`src/lrtc_pkg.sv`:
```
package lrtc_pkg;

	localparam int unsigned MAX_RECORDS = 256;
	localparam int unsigned BANK_BYTES  = 524288;

	// record count clamp: never more than MAX_RECORDS, never more than the index range
	localparam int unsigned CNT_LIMIT = (MAX_RECORDS < 256) ? MAX_RECORDS : 256;

	localparam int unsigned WORD_W   = 32;
	localparam int unsigned IDX_W    = 8;
	localparam int unsigned OFF_W    = 19;
	localparam int unsigned CNT_W    = 9;
	localparam int unsigned REG_W    = 5;
	localparam int unsigned BYTES_W  = 34;
	localparam int unsigned BLOCKS_W = 28;
	localparam int unsigned KIND_W   = 3;
	localparam int unsigned STATUS_W = 3;
	localparam int unsigned ADDR_W   = 2;

	localparam int unsigned IN_DATA_W  = 3 * WORD_W;
	localparam int unsigned OUT_FIELD_W = IDX_W + OFF_W + REG_W + BYTES_W + BLOCKS_W + 1
		+ OFF_W + STATUS_W;
	localparam int unsigned OUT_DATA_W = ((OUT_FIELD_W + 7) / 8) * 8;
	localparam int unsigned OUT_PAD_W  = OUT_DATA_W - OUT_FIELD_W;

	// stride end address a + 3b + 16*(N-1) past the word range, with the -16 folded in
	localparam logic [34:0] STRIDE_MAX = 35'h1_0000_000F;

	localparam logic [32:0] BANK_SPAN = 33'(BANK_BYTES);

	// configuration register indexes
	localparam logic [ADDR_W-1:0] CFG_RUNTIME_BASE = 2'd0;
	localparam logic [ADDR_W-1:0] CFG_TABLE_OFFSET = 2'd1;
	localparam logic [ADDR_W-1:0] CFG_RECORD_COUNT = 2'd2;

	localparam logic [WORD_W-1:0] RESET_RUNTIME_BASE = 32'd217579520;
	localparam logic [OFF_W-1:0]  RESET_TABLE_OFFSET = 19'd0;
	localparam logic [CNT_W-1:0]  RESET_RECORD_COUNT = 9'd27;

	// record type codes
	localparam logic [WORD_W-1:0] TYPE_COPY       = 32'd1;
	localparam logic [WORD_W-1:0] TYPE_ZERO       = 32'd2;
	localparam logic [WORD_W-1:0] TYPE_TERMINAL   = 32'd3;
	localparam logic [WORD_W-1:0] TYPE_CALL       = 32'd4;
	localparam logic [WORD_W-1:0] TYPE_LOAD_R24   = 32'd5;
	localparam logic [WORD_W-1:0] TYPE_LOAD_R25   = 32'd6;
	localparam logic [WORD_W-1:0] TYPE_LOAD_R23   = 32'd7;
	localparam logic [WORD_W-1:0] TYPE_LOAD_R4    = 32'd8;
	localparam logic [WORD_W-1:0] TYPE_LOAD_R5    = 32'd9;
	localparam logic [WORD_W-1:0] TYPE_LOAD_R28   = 32'd10;
	localparam logic [WORD_W-1:0] TYPE_LOAD_R29   = 32'd11;
	localparam logic [WORD_W-1:0] TYPE_LOAD_R19   = 32'd12;
	localparam logic [WORD_W-1:0] TYPE_STRIDE     = 32'd13;

	typedef enum logic [KIND_W-1:0] {
		EV_COPY     = 3'd0,
		EV_ZERO     = 3'd1,
		EV_REG_LOAD = 3'd2,
		EV_CALL     = 3'd3,
		EV_STRIDE   = 3'd4,
		EV_TERMINAL = 3'd5,
		EV_UNKNOWN  = 3'd6
	} event_kind_t;

	typedef enum logic [STATUS_W-1:0] {
		ST_OK         = 3'd0,
		ST_UNKNOWN    = 3'd1,
		ST_OVERFLOW   = 3'd2,
		ST_NO_TERM    = 3'd3,
		ST_MISPLACED  = 3'd4
	} status_t;

	function automatic logic [REG_W-1:0] load_reg(input logic [WORD_W-1:0] t);
		logic [REG_W-1:0] r;
		case (t)
			TYPE_LOAD_R24: r = 5'd24;
			TYPE_LOAD_R25: r = 5'd25;
			TYPE_LOAD_R23: r = 5'd23;
			TYPE_LOAD_R4:  r = 5'd4;
			TYPE_LOAD_R5:  r = 5'd5;
			TYPE_LOAD_R28: r = 5'd28;
			TYPE_LOAD_R29: r = 5'd29;
			TYPE_LOAD_R19: r = 5'd19;
			default:       r = '0;
		endcase
		return r;
	endfunction

endpackage

```
`src/launch_record_table_checker_core.sv`:
```
// A record taken into the input register moves into the result register once that register is
// free. Throughput: one record per cycle while the output is not stalled; all checks sit in the
// single stage between the two registers. A stalled output holds the result register while the
// input register still takes one more beat.
// Reset (arst_n low, asynchronous) empties both stages, starts a new table at record 0 with no
// error or terminal recorded, and loads the configuration registers with their reset values.
module launch_record_table_checker_core (
	input  logic                                clk,
	input  logic                                arst_n,

	input  logic                                cfg_we,
	input  logic [lrtc_pkg::ADDR_W-1:0]         cfg_addr,
	input  logic [lrtc_pkg::WORD_W-1:0]         cfg_wdata,

	input  logic                                s_axis_tvalid,
	output logic                                s_axis_tready,
	// word_a, word_b, word_c
	input  logic [lrtc_pkg::IN_DATA_W-1:0]      s_axis_tdata,
	// record type word
	input  logic [lrtc_pkg::WORD_W-1:0]         s_axis_tuser,

	output logic                                m_axis_tvalid,
	input  logic                                m_axis_tready,
	// record_index, record offset, target_register, transfer bytes, block_count,
	// source_mapped, source_offset, table_status, zero pad
	output logic [lrtc_pkg::OUT_DATA_W-1:0]     m_axis_tdata,
	// event_kind
	output logic [lrtc_pkg::KIND_W-1:0]         m_axis_tuser,
	output logic                                m_axis_tlast
);

	// configuration
	logic [lrtc_pkg::WORD_W-1:0] runtime_base_q;
	logic [lrtc_pkg::OFF_W-1:0]  table_offset_q;
	logic [lrtc_pkg::CNT_W-1:0]  record_count_q;

	// table state
	logic [lrtc_pkg::IDX_W-1:0]    index_q;
	logic [lrtc_pkg::STATUS_W-1:0] first_error_q;
	logic                          term_seen_q;
	logic                          term_misplaced_q;

	// input stage
	logic                        valid_s1;
	logic [lrtc_pkg::WORD_W-1:0] type_s1;
	logic [lrtc_pkg::WORD_W-1:0] a_s1;
	logic [lrtc_pkg::WORD_W-1:0] b_s1;
	logic [lrtc_pkg::WORD_W-1:0] c_s1;

	// result stage
	logic                            valid_s2;
	logic [lrtc_pkg::IDX_W-1:0]      idx_s2;
	logic [lrtc_pkg::OFF_W-1:0]      boff_s2;
	logic [lrtc_pkg::KIND_W-1:0]     kind_s2;
	logic [lrtc_pkg::REG_W-1:0]      treg_s2;
	logic [lrtc_pkg::BYTES_W-1:0]    bytes_s2;
	logic [lrtc_pkg::BLOCKS_W-1:0]   blocks_s2;
	logic                            mapped_s2;
	logic [lrtc_pkg::OFF_W-1:0]      soff_s2;
	logic [lrtc_pkg::STATUS_W-1:0]   status_s2;
	logic                            last_s2;

	logic advance;
	logic take;
	logic fire;

	// combinational results
	logic [lrtc_pkg::CNT_W-1:0]    n_eff;
	logic                          is_last;
	logic [lrtc_pkg::OFF_W-1:0]    boff;
	lrtc_pkg::event_kind_t         kind;
	logic [lrtc_pkg::REG_W-1:0]    treg;
	logic [lrtc_pkg::BYTES_W-1:0]  bytes;
	logic [lrtc_pkg::BLOCKS_W-1:0] blocks;
	logic                          mapped;
	logic [lrtc_pkg::OFF_W-1:0]    soff;
	lrtc_pkg::status_t             err;
	logic [lrtc_pkg::STATUS_W-1:0] fe_next;
	logic [lrtc_pkg::STATUS_W-1:0] status;
	logic                          seen_next;
	logic                          misplaced_next;
	logic                          is_copy;
	logic                          is_term;
	logic [lrtc_pkg::WORD_W-1:0]   cz_count;
	logic [lrtc_pkg::WORD_W-1:0]   cz_base;
	logic [34:0]                   cz_end;
	logic                          cz_ovf;
	logic [34:0]                   st_end;
	logic                          st_ovf;
	logic [32:0]                   src_diff;

	assign advance       = !valid_s2 || m_axis_tready;
	assign s_axis_tready = !valid_s1 || advance;
	assign take          = s_axis_tvalid && s_axis_tready;
	assign fire          = valid_s1 && advance;

	always_ff @(posedge clk or negedge arst_n) begin
		if (!arst_n) begin
			runtime_base_q <= lrtc_pkg::RESET_RUNTIME_BASE;
			table_offset_q <= lrtc_pkg::RESET_TABLE_OFFSET;
			record_count_q <= lrtc_pkg::RESET_RECORD_COUNT;
		end else if (cfg_we) begin
			case (cfg_addr)
				lrtc_pkg::CFG_RUNTIME_BASE: runtime_base_q <= cfg_wdata;
				lrtc_pkg::CFG_TABLE_OFFSET: table_offset_q <= cfg_wdata[lrtc_pkg::OFF_W-1:0];
				lrtc_pkg::CFG_RECORD_COUNT: record_count_q <= cfg_wdata[lrtc_pkg::CNT_W-1:0];
				default: ;
			endcase
		end
	end

	// shared end-address check for copy (dest + 4*count) and zero (dest + 4*count)
	assign is_copy  = (type_s1 == lrtc_pkg::TYPE_COPY);
	assign is_term  = (type_s1 == lrtc_pkg::TYPE_TERMINAL);
	assign cz_count = is_copy ? c_s1 : b_s1;
	assign cz_base  = is_copy ? b_s1 : a_s1;
	assign cz_end   = {3'b000, cz_base} + {1'b0, cz_count, 2'b00};
	assign cz_ovf   = (cz_count[31:30] != 2'b00) || (cz_end[34:32] != 3'b000);

	// a + 3b + 16*N, with 16*N being b with its low nibble cleared; the -16 is folded into STRIDE_MAX
	assign st_end = {3'b000, a_s1} + {3'b000, b_s1} + {2'b00, b_s1, 1'b0}
		+ {3'b000, b_s1[31:4], 4'b0000};
	assign st_ovf = (b_s1[31:4] != 28'd0) && (st_end > lrtc_pkg::STRIDE_MAX);

	assign src_diff = {1'b0, a_s1} - {1'b0, runtime_base_q};

	always_comb begin
		if (record_count_q == '0) begin
			n_eff = lrtc_pkg::CNT_W'(1);
		end else if (record_count_q > lrtc_pkg::CNT_W'(lrtc_pkg::CNT_LIMIT)) begin
			n_eff = lrtc_pkg::CNT_W'(lrtc_pkg::CNT_LIMIT);
		end else begin
			n_eff = record_count_q;
		end
		is_last = ({1'b0, index_q} + 9'd1) >= n_eff;
		boff    = table_offset_q + {{(lrtc_pkg::OFF_W-lrtc_pkg::IDX_W-4){1'b0}}, index_q, 4'b0000};
	end

	always_comb begin
		kind   = lrtc_pkg::EV_UNKNOWN;
		treg   = '0;
		bytes  = '0;
		blocks = '0;
		mapped = 1'b0;
		soff   = '0;
		err    = lrtc_pkg::ST_OK;
		case (type_s1)
			lrtc_pkg::TYPE_COPY: begin
				kind  = lrtc_pkg::EV_COPY;
				bytes = {cz_count, 2'b00};
				if (cz_ovf) err = lrtc_pkg::ST_OVERFLOW;
				// window test without wrap: no borrow and below the bank size
				if (!src_diff[32] && (src_diff < lrtc_pkg::BANK_SPAN)) begin
					mapped = 1'b1;
					soff   = src_diff[lrtc_pkg::OFF_W-1:0];
				end
			end
			lrtc_pkg::TYPE_ZERO: begin
				kind  = lrtc_pkg::EV_ZERO;
				bytes = {cz_count, 2'b00};
				if (cz_ovf) err = lrtc_pkg::ST_OVERFLOW;
			end
			lrtc_pkg::TYPE_TERMINAL: kind = lrtc_pkg::EV_TERMINAL;
			lrtc_pkg::TYPE_CALL:     kind = lrtc_pkg::EV_CALL;
			lrtc_pkg::TYPE_STRIDE: begin
				kind   = lrtc_pkg::EV_STRIDE;
				blocks = b_s1[31:4];
				if (st_ovf) err = lrtc_pkg::ST_OVERFLOW;
			end
			default: begin
				if (type_s1 >= lrtc_pkg::TYPE_LOAD_R24 && type_s1 <= lrtc_pkg::TYPE_LOAD_R19) begin
					kind = lrtc_pkg::EV_REG_LOAD;
					treg = lrtc_pkg::load_reg(type_s1);
				end else begin
					err = lrtc_pkg::ST_UNKNOWN;
				end
			end
		endcase
	end

	always_comb begin
		seen_next      = term_seen_q || is_term;
		misplaced_next = term_misplaced_q || (is_term && (term_seen_q || !is_last));
		fe_next        = (first_error_q == lrtc_pkg::ST_OK) ? err : first_error_q;
		status         = fe_next;
		if (is_last && status == lrtc_pkg::ST_OK) begin
			if (!seen_next) begin
				status = lrtc_pkg::ST_NO_TERM;
			end else if (misplaced_next) begin
				status = lrtc_pkg::ST_MISPLACED;
			end
		end
	end

	always_ff @(posedge clk or negedge arst_n) begin
		if (!arst_n) begin
			valid_s1         <= 1'b0;
			valid_s2         <= 1'b0;
			index_q          <= '0;
			first_error_q    <= lrtc_pkg::ST_OK;
			term_seen_q      <= 1'b0;
			term_misplaced_q <= 1'b0;
		end else begin
			if (take) begin
				valid_s1 <= 1'b1;
			end else if (fire) begin
				valid_s1 <= 1'b0;
			end
			if (advance) begin
				valid_s2 <= valid_s1;
			end
			if (fire) begin
				// start a fresh table after the last record
				if (is_last) begin
					index_q          <= '0;
					first_error_q    <= lrtc_pkg::ST_OK;
					term_seen_q      <= 1'b0;
					term_misplaced_q <= 1'b0;
				end else begin
					index_q          <= index_q + 8'd1;
					first_error_q    <= fe_next;
					term_seen_q      <= seen_next;
					term_misplaced_q <= misplaced_next;
				end
			end
		end
	end

	always_ff @(posedge clk) begin
		if (take) begin
			type_s1 <= s_axis_tuser;
			a_s1    <= s_axis_tdata[31:0];
			b_s1    <= s_axis_tdata[63:32];
			c_s1    <= s_axis_tdata[95:64];
		end
		if (fire) begin
			idx_s2    <= index_q;
			boff_s2   <= boff;
			kind_s2   <= kind;
			treg_s2   <= treg;
			bytes_s2  <= bytes;
			blocks_s2 <= blocks;
			mapped_s2 <= mapped;
			soff_s2   <= soff;
			status_s2 <= status;
			last_s2   <= is_last;
		end
	end

	assign m_axis_tvalid = valid_s2;
	assign m_axis_tdata  = {{lrtc_pkg::OUT_PAD_W{1'b0}}, status_s2, soff_s2, mapped_s2,
		blocks_s2, bytes_s2, treg_s2, boff_s2, idx_s2};
	assign m_axis_tuser  = kind_s2;
	assign m_axis_tlast  = last_s2;

`ifndef NO_ASSERTIONS
	// the beat after a table's last record starts again at record 0
	assert property (@(posedge clk) disable iff (!arst_n)
		fire && is_last |=> index_q == '0 && first_error_q == lrtc_pkg::ST_OK)
		else $error("table state not cleared after last record");

	// terminal verdicts appear only on the last record
	assert property (@(posedge clk) disable iff (!arst_n)
		m_axis_tvalid && (m_axis_tdata[116:114] == lrtc_pkg::ST_NO_TERM
			|| m_axis_tdata[116:114] == lrtc_pkg::ST_MISPLACED) |-> m_axis_tlast)
		else $error("terminal verdict on a record that is not last");

	// input stalls only when both stages are full and the output is held
	assert property (@(posedge clk) disable iff (!arst_n)
		!s_axis_tready |-> valid_s1 && valid_s2 && !m_axis_tready)
		else $error("input stalled with room in the pipeline");

	// a recorded error stays until the table ends
	assert property (@(posedge clk) disable iff (!arst_n)
		first_error_q != lrtc_pkg::ST_OK && !(fire && is_last) |=> first_error_q == $past(first_error_q))
		else $error("first error changed within a table");
`endif

endmodule
```
`config.mk`:
```
export PLATFORM = sky130hd
export DESIGN_NAME = launch_record_table_checker_core
export DESIGN_NICKNAME = d
export VERILOG_FILES = /design/src/lrtc_pkg.sv /design/src/launch_record_table_checker_core.sv
export SDC_FILE = /design/constraint.sdc
export NUM_CORES = 1
export LEC_CHECK = 0
export ABC_AREA = 1
export BUFFER_PORTS_ARGS = -buffer_cell sky130_fd_sc_hd__buf_2
export CAP_MARGIN = 25
export CORE_MARGIN = 1
export CORE_UTILIZATION = 53
export CTS_BUF_LIST = sky130_fd_sc_hd__clkbuf_16
export DETAILED_ROUTE_END_ITERATION = 10
export PLACE_DENSITY = 0.75
export SLEW_MARGIN = 30
export SYNTH_ARGS = -nofsm -noshare
export SYNTH_HDL_FRONTEND = slang
export SYNTH_SLANG_ARGS = --single-unit
```
`constraint.sdc`:
```
create_clock -name clk -period 5.86 [get_ports clk]
set_input_delay 0.293 -clock clk [delete_from_list [all_inputs] [get_ports clk]]
set_output_delay 0.293 -clock clk [all_outputs]
set_load 0.01 [all_outputs]
```
**Word-level counts from Yosys, hierarchy flattened**

Memories as Yosys holds them, arrays and structs flattened. A register that Yosys moved wholly into a read port is not among the register bits.
Cells that the tools add are included.

- $add $sub $neg: 8
- Magnitude comparators: 6
- Equality and inequality tests: 7
- Muxes and demuxes: 21
- Bitwise operators: 2
- Reduce and logical (&&, ||, !) cells: 33

Operators with widths:

| cell | number |
|---|---|
| == test 32 x 2 -> 1 bit (second input constant) | 2 |
| two-way mux 32 bit | 2 |
| adder 32 x 34 -> 35 bit | 1 |
| adder 34 x 32 -> 35 bit | 1 |
| > comparator 35 x 33 -> 1 bit (second input constant) | 1 |
| adder 33 x 33 -> 34 bit | 1 |
| adder 32 x 32 -> 33 bit | 1 |
| less-than comparator 33 x 20 -> 1 bit (second input constant) | 1 |
| subtractor 32 x 32 -> 33 bit | 1 |
| == test 32 x 1 -> 1 bit (second input constant) | 1 |
| == test 32 x 3 -> 1 bit (second input constant) | 1 |
| == test 32 x 4 -> 1 bit (second input constant) | 1 |
| >= comparator 32 x 3 -> 1 bit (second input constant) | 1 |
| less-or-equal comparator 32 x 4 -> 1 bit (second input constant) | 1 |
| zero test 28 bit | 1 |
| nonzero test 28 bit | 1 |
| adder 19 x 12 -> 19 bit | 1 |
| two-way mux 3 bit | 6 |
| two-way mux 9 bit | 2 |
| case mux 3 bit (5 select lines) | 1 |
| adder 8 x 1 -> 9 bit (second input constant) | 1 |
| >= comparator 9 bit | 1 |
| > comparator 9 bit (second input constant) | 1 |
| zero test 9 bit | 1 |
| other kinds (18) | 45 |

- Flip-flop bits (word level): 319
- Memory bits (read-only): 80
- Input port bits: 167
- Memories: 1

Memory list:

| name | depth | bits a word | rd ports | clocked after Yosys merged registers in | write ports | line | text |
|---|---|---|---|---|---|---|---|
| (no name shown) | 16 | 5 | 1 | 1 | 0 | lrtc_pkg.sv:75 | `case (t)` |

**Longest topological paths before layout**

Gate-level depths: netlist of the first run.

- Depth after elaboration: 11
- Mapped depth: 24
- Depth with buffers taken out: 24

**Least setup slack after synthesis of the first run**

Ideal clock, no wire load.

- Path type: reg2reg
- Start point: reg valid_s2, in the netlist m_axis_tvalid
- End point: reg index_q[0] in the netlist's numbering
- Library setup time: 305 ps
- Arrival time: 4395 ps
- Data required time: 5555 ps
- Path slack: 1160 ps
- Cell stages (with the launch flop): 6
- Buffers on the path: 1
- Clock period less this slack: 4700 ps
- Path through: dfrtp_1 > nand2_1 > nand2_1 > inv_1 > clkbuf_1 > a21oi_1

- Longest elaborated chain between the ends: 3

Ends and longest elaborated chain:

| element | line | text |
|---|---|---|
| start, declared | launch_record_table_checker_core.sv:51 | `logic valid_s2;` |
| start signal, assigned | launch_record_table_checker_core.sv:210 | `valid_s2 <= valid_s1;` |
| zero test 1 bit | launch_record_table_checker_core.sv:92 | `assign advance = !valid_s2 \|\| m_axis_tready;` |
| logical OR 1 bit | launch_record_table_checker_core.sv:92 |  |
| logical AND 1 bit | launch_record_table_checker_core.sv:95 | `assign fire = valid_s1 && advance;` |
| net fire | launch_record_table_checker_core.sv:65 | `logic fire;` |
| end signal, assigned | launch_record_table_checker_core.sv:220 | `index_q <= index_q + 8'd1;` |
| end, declared | launch_record_table_checker_core.sv:38 | `logic [lrtc_pkg::IDX_W-1:0] index_q;` |

The timed path passes the listed nets, and every way through them passes these cells.
A chain may end at the register's enable or synchronous reset.

**Final worst setup path of the first run**

- Start point: reg type_s1[1] in the netlist's numbering
- End point: reg status_s2[1] in the netlist's numbering (data pin)

- Longest elaborated chain between the ends: 11
- Elaborated cells on any way between the ends: 28
- Those cells by class: add/sub: 1; order compare: 2; eq/ne: 5; mux: 9; reduce/logical: 11

Ends and longest elaborated chain:

| element | line | text |
|---|---|---|
| start, declared | launch_record_table_checker_core.sv:45 | `logic [lrtc_pkg::WORD_W-1:0] type_s1;` |
| start signal, assigned | launch_record_table_checker_core.sv:231 | `type_s1 <= s_axis_tuser;` |
| == test 32 x 1 -> 1 bit (*) | launch_record_table_checker_core.sv:113 | `assign is_copy = (type_s1 == lrtc_pkg::TYPE_COPY);` |
| two-way mux 32 bit (*) | launch_record_table_checker_core.sv:115 | `assign cz_count = is_copy ? c_s1 : b_s1;` |
| net cz_count, one bit | launch_record_table_checker_core.sv:84 | `logic [lrtc_pkg::WORD_W-1:0] cz_count;` |
| adder 32 x 34 -> 35 bit (*) | launch_record_table_checker_core.sv:117 | `assign cz_end = {3'b000, cz_base} + {1'b0, cz_count, 2'b00};` |
| nonzero test 3 bit (*) | launch_record_table_checker_core.sv:118 | `assign cz_ovf = (cz_count[31:30] != 2'b00) \|\| (cz_end[34:32] != 3'b000);` |
| logical OR 1 bit (*) | launch_record_table_checker_core.sv:118 |  |
| two-way mux 2 bit (*) | launch_record_table_checker_core.sv:151, launch_record_table_checker_core.sv:161 |  |
| case mux 2 bit (3 select lines) (*) | launch_record_table_checker_core.sv:147 | `case (type_s1)` |
| two-way mux 3 bit (*) | launch_record_table_checker_core.sv:184 | `fe_next = (first_error_q == lrtc_pkg::ST_OK) ? err : first_error_q;` |
| two-way mux 3 bit or zero test 3 bit (tied branches) | launch_record_table_checker_core.sv:189, launch_record_table_checker_core.sv:186 |  |
| two-way mux 3 bit or logical AND 1 bit (tied branches) | launch_record_table_checker_core.sv:187, launch_record_table_checker_core.sv:186 |  |
| two-way mux 3 bit (*) | launch_record_table_checker_core.sv:186 | `if (is_last && status == lrtc_pkg::ST_OK) begin` |
| net status, one bit | launch_record_table_checker_core.sv:79 | `logic [lrtc_pkg::STATUS_W-1:0] status;` |
| end signal, assigned | launch_record_table_checker_core.sv:245 | `status_s2 <= status;` |
| end, declared | launch_record_table_checker_core.sv:60 | `logic [lrtc_pkg::STATUS_W-1:0] status_s2;` |

Mark *: on every way through the listed nets, which the timed path passes. The rest lies on a longest branch.

==> results.md, run 1 <==
- Multi-input logic area: 0.00789 mm2
- Place WS: 1.56 ns
- Min-Delay Path Depth: 3
- Die height: 189 um
- Sw Share: 32.7%
- Distinct cells, synth: 58
- DR WL/cell: 18.6 um
- Row count: 68
- Pre-Repair DR Iteration Count: 7
- Highest Clock Rate: 0.246 GHz
- Seq cells post-synth: 322
- Pwr dens: 317 mW/mm2
- Crit. End Element: flip-flop
- Mapped cell area: 0.0186 mm2
- Number of enable flip-flop cells after synthesis: 247
- Top-count cell post-synth: nand2_1
- Syn_area_per_cell: 8.78 um2
- WHS Endpoint: runtime_base_q[31]$_DFFE_PN0P_
- CORE AREA: 0.0345 mm2
- CTS tree: yes
- Syn Inst Count: 2,120
- Largest cells by area after synthesis: edfxtp_1, nand2_1, ha_1
- TritonCTS Sinks: 322
- Max Transition Viols Final: 0
- Synth top cells by count: nand2_1, inv_1, edfxtp_1, nor2_1, ha_1
- Chip Width: 189 um
- Worst Hold Class: input pin to flip-flop
- Internal: 4940 uW
- Async S/R FF share, synth: 23.3%
- Post-CTS Setup Inserts: 0
- Final min period: 4.07 ns
- Filler instances: 2,789
- Reg-to-reg critical path startpoint: type_s1[1]$_DFFE_PP_
- Worst Skew: 0.0146 ns
- Placed Cells: 2,834
- Vias in the first global route: 15,500
- Routability Congestion: 0.952
- Setup ws final: 1.79 ns
- Top-Level Pins: 293
- RR Endpoint: status_s2[1]$_DFFE_PP_
- First-pass GRT wire length: 85,200 um
- Die area: 0.0359 mm2
- Sequential power share: 41.1%
- Cts repair resizes: 0
- Leakage: 0.0113 uW
- Final Core Density: 67.0%
- Drt drc: 0
- Critical path class: flip-flop to flip-flop
- Final period util: 69.4%
- Setup tns final: 0 ns
- NumNets Final: 2,871
- Status: complete, no violations
- Hold Slack: 0.0220 ns
- Ys Warns: 0
- Synth Flop Type: edfxtp_1
- Peak supply drop: 0.334 mV
- Post-route ant nets: 0
- Net Switching: 2400 uW
- Overflow after GRT: 0
- Total GRT Usage: 31.5%
- Final Non-Filler Cells: 3,040
- Reg2reg setup slack: 1.79 ns
- Worst reg-to-reg path cell count: 21
- Vias per Instance: 5.33
- Worst Path Max Fanout: 37
- Clk buf depth: 3
- Gate power share: 27.1%
- Routed WL: 56,400 um
- # setup viols final: 0
- CTS root buf: clkbuf_16
- Hold Crit Start: cfg_wdata[31]
- Slew @ Worst Pin: 0.826 ns
- Initial antenna violation count: 3
- Max-slew headroom: 44.8%
- PortBufs: 287
- Detail Placement HPWL: 41,700 um
- Reg clk slew, reported paths: 0.06 ns
- Seq/Total Area, Yosys: 50.0%
- Hold buffers post-CTS: 138
- Share of cells above drive strength 1: 16.5%
- Max Cap Viol: 0
- CP Launch Type: flip-flop
- Post-synth top area cell: edfxtp_1
- RSZ-0062 raised after global routing: false
- Initial Util: 53.9%
- CTS buffer count: 36
- Post-synth top area share: 39.9%
- CP arrival: 4.38 ns
- Final Hold Fails: 0
- Clk_lat worst skew: 0.56 ns
- Synthesis-to-finish area growth: 24.4%
- Register area: 0.00931 mm2
- Largest net degree at the start of global routing: 80
- H-tree Lvls: 2
- Clock power frac: 31.8%
- Via count: 16,200
- 1st-iter DRT viols: 1,548
- CP required: 6.17 ns
[cells by family after synthesis]
family / Yosys count / share of synthesized area, %
AOI/OAI and AO/OA: 286 / 8.48
xor gates and xnor gates: 48 / 2.26
adders and majority gates: 148 / 10.2
buffers and inverters: 372 / 7.75
DFF: 322 / 50.0
other: 1 / 0.0202
and+or+nand+nor: 943 / 21.3
[per-layer routing]
metal | track usage, % | vias to the layer above | part of all wire [%]
met4 | 11.6 | 0 | 3.3
met5 | 0 | - | 0
li1 | - | 7827 | -
met2 | 49.6 | 729 | 45
met3 | 4.89 | 120 | 8.0
met1 | 44.1 | 7515 | 44
[placed cells by master (no fill, tap or decap), drive strengths merged, types with 28 or more instances in the layout]
cell type | Yosys | final
clkbuf | 22 | 37
dfrtp | 64 | 64
edfxtp | 247 | 247
nand4 | 28 | 28
a21oi | 129 | 129
inv | 333 | 340
o21ai | 123 | 123
buf | 17 | 295
dlygate4sd3 | 0 | 138
ha | 142 | 142
nor2 | 246 | 246
nand2 | 541 | 541
nand3 | 89 | 89
[state kept, by name, summed over array words and instances, names as in the netlist, 3 cells and up]
name	count
index_q	8
record_count_q	9
soff_s2	19
c_s1	32
type_s1	32
idx_s2	8
first_error_q	3
bytes_s2	32
status_s2	3
a_s1	32
blocks_s2	28
boff_s2	19
table_offset_q	19
runtime_base_q	32
treg_s2	5
m_axis_tuser	3
b_s1	32
[critical path, cell delays in order (launching register included)]
cell	delay [ns]
edfxtp_1	0.45
inv_1	0.12
ha_1	0.21
nand2_1	0.13
nor2_1	0.12
nand2_1	0.10
nor2_4	0.43
buf_16	0.24
buf_4	0.30
nand2_1	0.10
o21ai_0	0.13
ha_1	0.29
a21oi_1	0.15
o21a_1	0.15
o221a_2	0.20
nor2_1	0.05
nor4_1	0.18
nand2_1	0.09
nand2_1	0.07
nand2_2	0.10
a21oi_1	0.15
nand2_1	0.07
[cell type report]
type | count | area share, %
Sequential cell | 322 | 40.2
Multi-Input combinational cell | 1430 | 34.1
Timing Repair Buffer | 433 | 12.6
Inverter | 333 | 5.44
Clock buffer | 37 | 4.00
Tap cell | 455 | 2.46
Clock inverter | 27 | 1.17
Antenna cell | 3 | 0.0324
[worst max-delay path by stage]
| stage | start | endpoint | slack, ns | cells past startpoint |
|---|---|---|---|---|
| 6_report | type_s1[1]$_DFFE_PP_ | status_s2[1]$_DFFE_PP_ | 1.79 | 21 |
| 3_3_place_gp | type_s1[1]$_DFFE_PP_ | status_s2[1]$_DFFE_PP_ | 1.77 | 19 |
| 5_1_grt | type_s1[1]$_DFFE_PP_ | status_s2[1]$_DFFE_PP_ | 1.42 | 21 |
| 3_5_place_dp | type_s1[1]$_DFFE_PP_ | status_s2[1]$_DFFE_PP_ | 1.56 | 20 |
| 4_1_cts | type_s1[1]$_DFFE_PP_ | status_s2[1]$_DFFE_PP_ | 1.52 | 20 |
| 2_1_floorplan | m_axis_tvalid$_DFFE_PN0P_ | index_q[0]$_DFFE_PN0P_ | 1.16 | 5 |
[power by group through the flow]
stage               clock [uW]  sequential, uW  combinational [uW]
floorplan                    0            3060                1270
global placement             0            3050                1830
detailed placement           0            3060                1880
CTS                       2340            3010                1960
global route              2440            3040                2230
finish                    2340            3020                1990
[per-stage QoR]
step,power (uW),area (um2)
floorplan,4330,18600
global placement,4880,20500
detailed placement,4930,20500
CTS,7320,23100
global route,7700,23100
finish,7340,23100
No activity file was read; power rests on OpenSTA's default activity.
==> inputs of run 2 (changes only) <==
==> constraint.sdc (replaced) <==
create_clock -name clk -period 4.2 [get_ports clk]
set_input_delay 0.21 -clock clk [delete_from_list [all_inputs] [get_ports clk]]
set_output_delay 0.21 -clock clk [all_outputs]
set_load 0.01 [all_outputs]
==> results.md, run 2 (synthesis gave the netlist of run 1 again) <==
- Chip Width: 189 um
- CP arrival: 4.18 ns
- CTS root buf: clkbuf_16
- # setup viols final: 0
- Vias per Instance: 5.34
- 1st-iter DRT viols: 1,589
- Largest net degree at the start of global routing: 76
- Routability Congestion: 0.983
- Worst reg-to-reg path cell count: 23
- Die height: 189 um
- DP Area: 0.0206 mm2
- Via count: 16,400
- Pwr dens: 436 mW/mm2
- Die area: 0.0359 mm2
- CTS buffer count: 36
- PortBufs: 287
- Status: complete, no violations
- Routed WL: 58,800 um
- Max-slew headroom: 34.6%
- CORE AREA: 0.0345 mm2
- NumNets Final: 2,898
- Initial antenna violation count: 5
- Final min period: 3.88 ns
- Setup tns final: 0 ns
- Reg clk slew, reported paths: 0.06 ns
- Detail Placement HPWL: 43,100 um
- RR Endpoint: status_s2[1]$_DFFE_PP_
- Peak supply drop: 0.444 mV
- Pre-Repair DR Iteration Count: 8
- TritonCTS Sinks: 322
- Reg-to-reg critical path startpoint: type_s1[1]$_DFFE_PP_
- CP required: 4.50 ns
- Final Hold Fails: 0
- Clk buf depth: 3
- Synthesis-to-finish area growth: 25.8%
- Hold Crit Start: cfg_wdata[7]
- Reg2reg setup slack: 0.32 ns
- First-pass GRT wire length: 88,500 um
- Vias in the first global route: 15,900
- DR WL/cell: 19.1 um
- CTS tree: yes
- Initial Util: 53.9%
- Row count: 68
- Fin area: 0.0234 mm2
- Highest Clock Rate: 0.258 GHz
- Top-Level Pins: 293
- WHS Endpoint: table_offset_q[7]$_DFFE_PN0P_
- Min-Delay Path Depth: 3
- Crit. End Element: flip-flop
- Drt drc: 0
- RSZ-0062 raised after global routing: false
- Most frequent cells in the layout: nand2_1, inv_1, buf_2, edfxtp_1, nor2_1
- Worst Path Max Fanout: 33
- Leakage: 0.0114 uW
- Total GRT Usage: 32.9%
- Max Cap Viol: 0
- CP Launch Type: flip-flop
- Share of cells above drive strength 1: 16.6%
- Worst Skew: 0.0236 ns
- Clk_lat worst skew: 0.56 ns
- Final period util: 92.4%
- H-tree Lvls: 2
- Max Transition Viols Final: 0
- Overflow after GRT: 0
- Critical path class: flip-flop to flip-flop
- Slew @ Worst Pin: 0.981 ns
- Most common cell after layout, fill and taps aside: nand2_1
- Cts repair resizes: 0
- Post-route ant nets: 0
- Worst Hold Class: input pin to flip-flop
==> run 2: area by class of cell <==
type	count	area [um2]
clock buffer	40	1000
clock inverter	26	169
tap	455	569
multi-input combinational	1430	7890
inverter	333	1250
fill	2705	11100
timing repair buffer	460	3200
sequential	322	9310
antenna	3	7.51
==> run 2: repair_timing <==
item | 4_1_cts | 5_1_grt
hold endpoints to repair | 240 | 0
setup buffers | 0 | 4
setup endpoints to repair | 0 | 3
hold buffers | 159 | 0
==> run 2: metrics by stage <==
stage                     cells  hold slack (ns)  util, %  power (uW)  worst slack (ns)
after floorplan            2124          -0.0856        -        6030             0.551
after detailed placement   2837            0.388     59.6        6920             0.275
after global placement     2837            0.386     59.6        6850             0.353
final                      3069           0.0401     67.7       10200             0.320
after CTS                  3062          0.00117     67.6       10200             0.243
after global routing       3069           0.0204     67.7       10700            0.0123
==> run 2: worst max-delay path by stage <==
stage	from	endpoint	slack, ns	cells past startpoint
global route	type_s1[1]$_DFFE_PP_	status_s2[1]$_DFFE_PP_	0.01	23
detailed placement	type_s1[1]$_DFFE_PP_	status_s2[1]$_DFFE_PP_	0.28	22
finish	type_s1[1]$_DFFE_PP_	status_s2[1]$_DFFE_PP_	0.32	23
global placement	type_s1[1]$_DFFE_PP_	status_s2[1]$_DFFE_PP_	0.35	22
CTS	type_s1[1]$_DFFE_PP_	status_s2[1]$_DFFE_PP_	0.24	22
floorplan	m_axis_tvalid$_DFFE_PN0P_	a_s1[0]$_DFFE_PP_	0.55	3
==> run 2: layer usage <==
| metal | global-route usage [%] | routed length (um) |
|---|---|---|
| met5 | 0 | 34 |
| met4 | 12.1 | 2120 |
| met3 | 7.08 | 5240 |
| met2 | 50.0 | 25800 |
| met1 | 46.2 | 25500 |
==> run 2: where the power goes <==
part | leakage [uW] | switching [uW] | internal (uW) | total [uW]
combinational | 0.00745 | 1780 | 1060 | 2840
clock | 0.000599 | 1360 | 1790 | 3150
sequential | 0.00332 | 280 | 3930 | 4210
total | 0.0114 | 3420 | 6790 | 10200
==> run 2: critical path: stages, from the launching register on <==
cell and delay (ns):
edfxtp_1 0.46, inv_1 0.12, ha_1 0.29, nand2_1 0.18
nor2_1 0.13, nand2_1 0.13, nor2_4 0.15, buf_12 0.16
buf_12 0.18, nand2_1 0.06, o21ai_0 0.15, ha_1 0.33
nand4_1 0.13, inv_1 0.05, nand3_1 0.08, o22ai_1 0.06
a2111oi_0 0.32, o21ai_1 0.14, nand2_1 0.08, nand2_1 0.04
nand2_1 0.07, nand2_2 0.09, a21oi_1 0.14, nand2_1 0.07
